===== config.mk =====
export PLATFORM = sky130hd
export DESIGN_NAME = ppfm_queue
export DESIGN_NICKNAME = d
export VERILOG_FILES = /design/src/sv/ppfm_pkg.sv /design/src/sv/ppfm_queue.sv
export SDC_FILE = /design/constraint.sdc
export NUM_CORES = 1
export LEC_CHECK = 0
export BUFFER_PORTS_ARGS = -buffer_cell sky130_fd_sc_hd__buf_2
export CAP_MARGIN = 20
export CORE_MARGIN = 2
export CORE_UTILIZATION = 45
export CTS_BUF_LIST = sky130_fd_sc_hd__clkbuf_16
export DETAILED_ROUTE_END_ITERATION = 10
export PLACE_DENSITY_LB_ADDON = 0.05
export SYNTH_ARGS = -nofsm -noshare
export SYNTH_HDL_FRONTEND = slang
export SYNTH_SLANG_ARGS = --single-unit

===== constraint.sdc =====
create_clock -name clk -period 13.15 [get_ports clk]
set_input_delay 1.9725 -clock clk [delete_from_list [all_inputs] [get_ports clk]]
set_output_delay 1.9725 -clock clk [all_outputs]
set_load 0.03 [all_outputs]

===== src/sv/ppfm_pkg.sv =====
// Shared types and constants for the projective pixel forward map.
// No dependencies; imported by every module of the block.
`default_nettype none
package ppfm_pkg;

  localparam int COEF_W     = 32;
  localparam int PERSP_W    = 40;
  localparam int COORD_W    = 9;
  localparam int PIX_W      = 8;
  // |X * 2^16| < 2^58 and |Z| < 2^50 for 9-bit source coordinates
  localparam int NUM_W      = 59;
  localparam int DEN_W      = 51;
  localparam int CFG_IDX_W  = 8;
  localparam int CFG_DATA_W = 40;

  localparam logic [CFG_IDX_W-1:0] REG_M00       = 8'd0;
  localparam logic [CFG_IDX_W-1:0] REG_M01       = 8'd1;
  localparam logic [CFG_IDX_W-1:0] REG_M02       = 8'd2;
  localparam logic [CFG_IDX_W-1:0] REG_M10       = 8'd3;
  localparam logic [CFG_IDX_W-1:0] REG_M11       = 8'd4;
  localparam logic [CFG_IDX_W-1:0] REG_M12       = 8'd5;
  localparam logic [CFG_IDX_W-1:0] REG_PERSP_ROW = 8'd6;
  localparam logic [CFG_IDX_W-1:0] REG_PERSP_COL = 8'd7;

  typedef struct packed {
    logic signed [COEF_W-1:0]  m00;
    logic signed [COEF_W-1:0]  m01;
    logic signed [COEF_W-1:0]  m02;
    logic signed [COEF_W-1:0]  m10;
    logic signed [COEF_W-1:0]  m11;
    logic signed [COEF_W-1:0]  m12;
    logic signed [PERSP_W-1:0] persp_row;
    logic signed [PERSP_W-1:0] persp_col;
  } coef_t;

  typedef struct packed {
    logic [PIX_W-1:0] blue;
    logic [PIX_W-1:0] green;
    logic [PIX_W-1:0] red;
  } pixel_t;

  // Classified item handed from front to back: magnitudes and signs
  typedef struct packed {
    logic [NUM_W-1:0] num_x;
    logic [NUM_W-1:0] num_y;
    logic [DEN_W-1:0] den;
    logic             neg_x;
    logic             neg_y;
    logic             drop;
    pixel_t           pix;
  } item_t;

endpackage
`default_nettype wire


===== src/sv/ppfm_queue.sv =====
// Two-entry queue between the front and back ends.
// Depends on ppfm_pkg.
`default_nettype none
module ppfm_queue import ppfm_pkg::*; (
  input  wire logic  clk,
  input  wire logic  rst,
  input  wire logic  push,
  input  wire item_t wr_item,
  input  wire logic  pop,
  output logic       valid,
  output item_t      rd_item,
  output logic       full
);

  item_t      mem [0:1];
  logic       wr_ptr, rd_ptr;
  logic [1:0] count;
  logic       do_push, do_pop;

  assign do_push = push && (count != 2'd2);
  assign do_pop  = pop && (count != 2'd0);
  assign valid   = (count != 2'd0);
  assign full    = (count == 2'd2);
  assign rd_item = mem[rd_ptr];

  always_ff @(posedge clk) begin
    if (do_push) mem[wr_ptr] <= wr_item;
  end

  always_ff @(posedge clk) begin
    if (rst) begin
      wr_ptr <= 1'b0;
      rd_ptr <= 1'b0;
      count  <= 2'd0;
    end else begin
      if (do_push) wr_ptr <= ~wr_ptr;
      if (do_pop)  rd_ptr <= ~rd_ptr;
      count <= count + 2'(do_push) - 2'(do_pop);
    end
  end

endmodule
`default_nettype wire


* Word-level counts from Yosys, hierarchy flattened
Memories as Yosys holds them, arrays and structs flattened. A register that Yosys moved wholly into a read port is not among the register bits.
Index checks and enable logic that the tools add are counted.
** Cells by class
- $add $sub $neg :: 2
- Eq/ne operators :: 2
- Multiplexer cells :: 4
- Bitwise logic cells :: 2
- Reductions and logical operators :: 3
** Operators with widths (count)
- $mux W1 :: 4
- $add A2 B1 Y2 :: 1
- $eq A2 B2 Y1 const B :: 1
- $logic_and A1 B1 Y1 :: 2
- $ne A2 B2 Y1 const B :: 1
- $not A1 Y1 :: 2
- $reduce_bool A2 Y1 :: 1
- $sub A2 B1 Y2 :: 1
** Storage, ports and cells
- Bits in registers :: 4
- Bits in writable memories :: 392
- Input bits :: 200
- Logic and storage cells :: 17
- Memories :: 1
** Memory list
- mem :: words 2, width 196, read ports 1, clocked after Yosys merged registers in 1, write ports 1, RTL line ppfm_queue.sv:15 : item_t mem [0:1];

* Longest topological paths before layout
- Depth after elaboration :: 4
- Gate-level depth with buffers :: 8

* Least setup slack after synthesis
Ideal clock, no wire load.
- Path type :: input port to flip-flop
- Start :: input port push
- End :: memory mem[1][0] in the netlist's numbering (enable)
- Setup time :: 0.582 ns
- Arrival time :: 6.501 ns
- Data required time :: 12.568 ns
- Setup slack :: 6.067 ns
- Stages on the path :: 1
- Cell sequence :: and3_1
** Between the ends
- Cells in the longest elaborated chain, start to end :: 3
** RTL lines
- start: declaration :: RTL line ppfm_queue.sv:7 : input wire logic push,
- $logic_and A1 B1 Y1 :: RTL line ppfm_queue.sv:20 : assign do_push = push && (count != 2'd2);
- $mux W1 :: RTL line ppfm_queue.sv:27 : if (do_push) mem[wr_ptr] <= wr_item;
- $mux W1 (not written as such) :: RTL line ppfm_queue.sv:27
- end: declaration :: RTL line ppfm_queue.sv:15
Every way passes these cells.

==> reports/qor.txt <==
OUTCOME
-----------------------------------------------------------------------------------------------------------------
Run status .........................................................................................    completed

FLOORPLAN
-----------------------------------------------------------------------------------------------------------------
CORE AREA ..........................................................................................  32,620 um^2
Rows ...............................................................................................           66
Die ar. ............................................................................................  34,700 um^2
Initial core utilization ...........................................................................       0.4584
I/O pin cnt ........................................................................................          398
Die Span X .........................................................................................     186.3 um
Chip height ........................................................................................     186.3 um

PWR
-----------------------------------------------------------------------------------------------------------------
Worst vdd ir .......................................................................................    0.1275 mV
Static power due to leakage ........................................................................     7.268 nW
Total power ........................................................................................     4.123 mW
Power density over cell area ....................................................................... 220.8 nW/um^2

GLOBAL ROUTING
-----------------------------------------------------------------------------------------------------------------
Via count of the first global-routing pass .........................................................        7,427
First-pass GRT wire length .........................................................................    42,820 um
Antenna violations before repair ...................................................................           13
Remaining global-route overflow ....................................................................            0
Global-route layer with the greatest usage .........................................................         met2
Met3 track utilization from global routing .........................................................      0.07399
Aggregate global-route resource usage ..............................................................       0.1678
Met2 global-route usage ............................................................................       0.2772
Met1 capacity usage during global routing ..........................................................       0.1913
Maximum number of pins on one net before global-route repair .......................................          139

STA
-----------------------------------------------------------------------------------------------------------------
Clock period minus worst slack .....................................................................     5.644 ns
Share of the cycle needed by the critical path after routing .......................................       0.4292
Maximum clock frequency ............................................................................    177.2 MHz
Final setup vio count ..............................................................................            0
Skew final .........................................................................................   0.02041 ns
Summed negative setup slack over all endpoints .....................................................         0 ns
Slew of the pin with the lowest slew margin ........................................................     1.028 ns
Unrepaired setup endpoints after global routing ....................................................        false
Slew Viols, Final ..................................................................................            0
Worst-case headroom to the max-slew limit ..........................................................       0.3149
Final Hold Fails ...................................................................................            0

WORST SETUP PATH
-----------------------------------------------------------------------------------------------------------------
Launch instance of the worst register-to-register path .............................................     count[0]
Category of the worst setup path capture point .....................................................  output port
Maximum fanout encountered on the critical timing path .............................................           58
Buffers plus inverters on the worst setup path .....................................................            3
Setup slack, reg-to-reg ............................................................................     10.15 ns
Maximum single-stage delay on the critical path ....................................................      0.87 ns
Slowest CP cell ....................................................................................        buf_4
Launching element type of the critical path ........................................................     register
Crit path cell chain ............................................................................... buf_4, buf_4, mux2_2, buf_2
Largest delay share family, worst path ............................................................. buffers and inverters
Required time of the critical path .................................................................     11.18 ns
Worst setup path class ............................................................................. register to output port
Worst Reg2Reg Path Length in Cells .................................................................            5
Critical path's most frequent cell .................................................................        buf_4
Arrival time at the worst endpoint .................................................................      3.67 ns
Terminus of the critical flop-to-flop path .........................................................   mem[0][78]

YOSYS
-----------------------------------------------------------------------------------------------------------------
Mean instance size in the synthesized netlist ......................................................   23.47 um^2
Post-synthesis simple-gate area fraction ...........................................................     0.003849
Share of synthesized registers carrying an async set or reset ......................................            0
Synth unique cells .................................................................................           22
Total of flip-flops plus latches after synthesis ...................................................          397
XOR/XNOR share of the synthesized area .............................................................     0.001171
Number of warnings issued by yosys .................................................................            0
Number of cells produced by synthesis ..............................................................          637
Total nets after synthesis .........................................................................          839
Number of enable flip-flop cells after synthesis ...................................................          392
Dominant combinational cell family by area after synthesis ......................................... multiplexers
Arithmetic-cell share of the synthesized area counting full adders, half adders and majority gates .     0.001674
Post-synth top flop ................................................................................     edfxtp_1
Compound-cell area share of the yosys netlist ......................................................     0.001171
Sequential-to-total area share from yosys stat .....................................................       0.7939
Area of the mapped netlist .........................................................................  14,950 um^2
Mux contribution to synthesized area ...............................................................       0.1827

MIN PATH
-----------------------------------------------------------------------------------------------------------------
Worst Hold Path Cells ..............................................................................            2
Destination of the worst hold path .................................................................       wr_ptr
Min-Delay Startpoint ...............................................................................       wr_ptr
Hold/Removal Path Class ............................................................................ register to register

CLOCK TREE
-----------------------------------------------------------------------------------------------------------------
Number of buffers created by CTS ...................................................................           41
Clock sink count ...................................................................................          397
CTS HTree Levels ...................................................................................            2
Clock transition at the register clock pins on the worst setup and hold paths after CTS ............      0.06 ns
Post-CTS Setup Inserts .............................................................................            0
CTS Buffer Depth ...................................................................................            3
Clock tree root buffer cell ........................................................................    clkbuf_16
Number of gates resized after cts ..................................................................            0
Clock tree from TritonCTS ..........................................................................         done
Clock latency on the worst-skew pair ...............................................................      0.53 ns
Hold-fix buffers, CTS ..............................................................................            0

DRT
-----------------------------------------------------------------------------------------------------------------
DRC marker count from the first detailed-route iteration ...........................................          411
Vias post-DR .......................................................................................        7,396
Wire length after detailed routing .................................................................    30,790 um
Iteration count of the initial detailed-routing pass ...............................................            6
Routed length per placed instance ..................................................................     19.97 um
Via/cell ratio .....................................................................................        4.796
Post-detailed-route DRC marker count ...............................................................            0
Remaining antenna violation count ..................................................................            0

PLACE
-----------------------------------------------------------------------------------------------------------------
Final HPWL DP ......................................................................................    20,680 um
Number of placed instances with taps included ......................................................        1,461
Post-detailed-placement cell area ..................................................................  17,350 um^2
Global placement routability congestion ............................................................       0.7692
Number of buffer cells added on primary ports ......................................................          397

CELLS AND AREA
-----------------------------------------------------------------------------------------------------------------
Layout cell share with drive strength beyond 1 .....................................................       0.6048
Footprint of the multi-input gates .................................................................    2855 um^2
Fillers ............................................................................................        2,558
Area used by sequential logic in the layout ........................................................  11,880 um^2
Non-filler instance count after layout .............................................................        1,542
Utilization after layout ...........................................................................       0.5726
Final non-filler cell area .........................................................................  18,680 um^2
NumNets Final ......................................................................................        1,264
Synthesis-to-layout area growth ....................................................................       24.90%

RUN
-----------------------------------------------------------------------------------------------------------------
Max Cap Viol .......................................................................................            0

-- worst max-delay path by stage --
stage / cells past startpoint / to / slack (ns)
5_1_grt: 4 / rd_item[10] / 7.30
3_3_place_gp: 4 / rd_item[8] / 8.01
6_report: 4 / rd_item[10] / 7.51
4_1_cts: 4 / rd_item[8] / 7.38
2_1_floorplan: 1 / mem[1][0] / 6.07
3_5_place_dp: 4 / rd_item[8] / 7.96
-- flip-flops by register name, summed over array words and instances (netlist names), named ones only --
register and count:
mem 392, count 2, rd_ptr 1, wr_ptr 1
-- cell families after synthesis --
family / count (synthesis)
flops: 397
compound gates: 3
xor+xnor: 2
fa+ha+maj: 2
mux: 196
simple gates: 11
buf+inv: 26
-- per-stage QoR --
stage	setup slack (ns)	hold slack, ns
after floorplan	6.067	0.4518
after global placement	8.014	0.4731
after detailed placement	7.964	0.4841
after CTS	7.381	0.4922
after global routing	7.299	0.5460
final	7.506	0.4896
-- report_power, final --
group          total [mW]  internal, mW  switching, mW
Sequential           1.68          1.62         0.0677
Clock                1.12         0.668          0.451
Combinational        1.32         0.498          0.823
-- routing by layer --
layer	wire length [um]	part of all wire
met2	15000	0.49
met1	11510	0.37
met5	84	0.0027
met4	948	0.031
met3	3242	0.11
-- layout make-up --
| type | count | area share |
|---|---|---|
| Antenna cell | 7 | 0.0009379 |
| Clock buffer | 43 | 0.05761 |
| Clock inverter | 31 | 0.01273 |
| Inverter | 4 | 0.001206 |
| Multi-Input combinational cell | 214 | 0.1529 |
| Sequential cell | 397 | 0.6358 |
| Tap cell | 442 | 0.02961 |
| Timing Repair Buffer | 404 | 0.1092 |
-- synth_stat cells (2+ instances only) --
| library cell | count | area, um^2 |
|---|---|---|
| ha_1 | 2 | 25.02 |
| buf_2 | 5 | 25.02 |
| buf_6 | 17 | 191.4 |
| edfxtp_1 | 392 | 11770 |
| mux2_2 | 56 | 630.6 |
| nor2_1 | 3 | 11.26 |
| inv_1 | 4 | 15.01 |
| dfxtp_1 | 5 | 100.1 |
| mux2_4 | 140 | 2102 |
-- worst min-delay path, stage by stage, from the launching register on --
cell,delay [ns]
dfxtp_1,0.31
o21ai_0,0.07
a21oi_1,0.06
-- layout by cell type, fill, tap and decap left out, types with 2 or more instances in the layout --
cell and instances:
ha_1 2, clkinv_2 9, buf_2 397, buf_4 7, bufinv_16 4, edfxtp_1 392
nor2_1 3, mux2_2 56, dfxtp_1 4, mux2_4 140, clkinv_1 11, clkbuf_16 43
inv_1 9, diode_2 7
(Power assumes the default switching activity.)
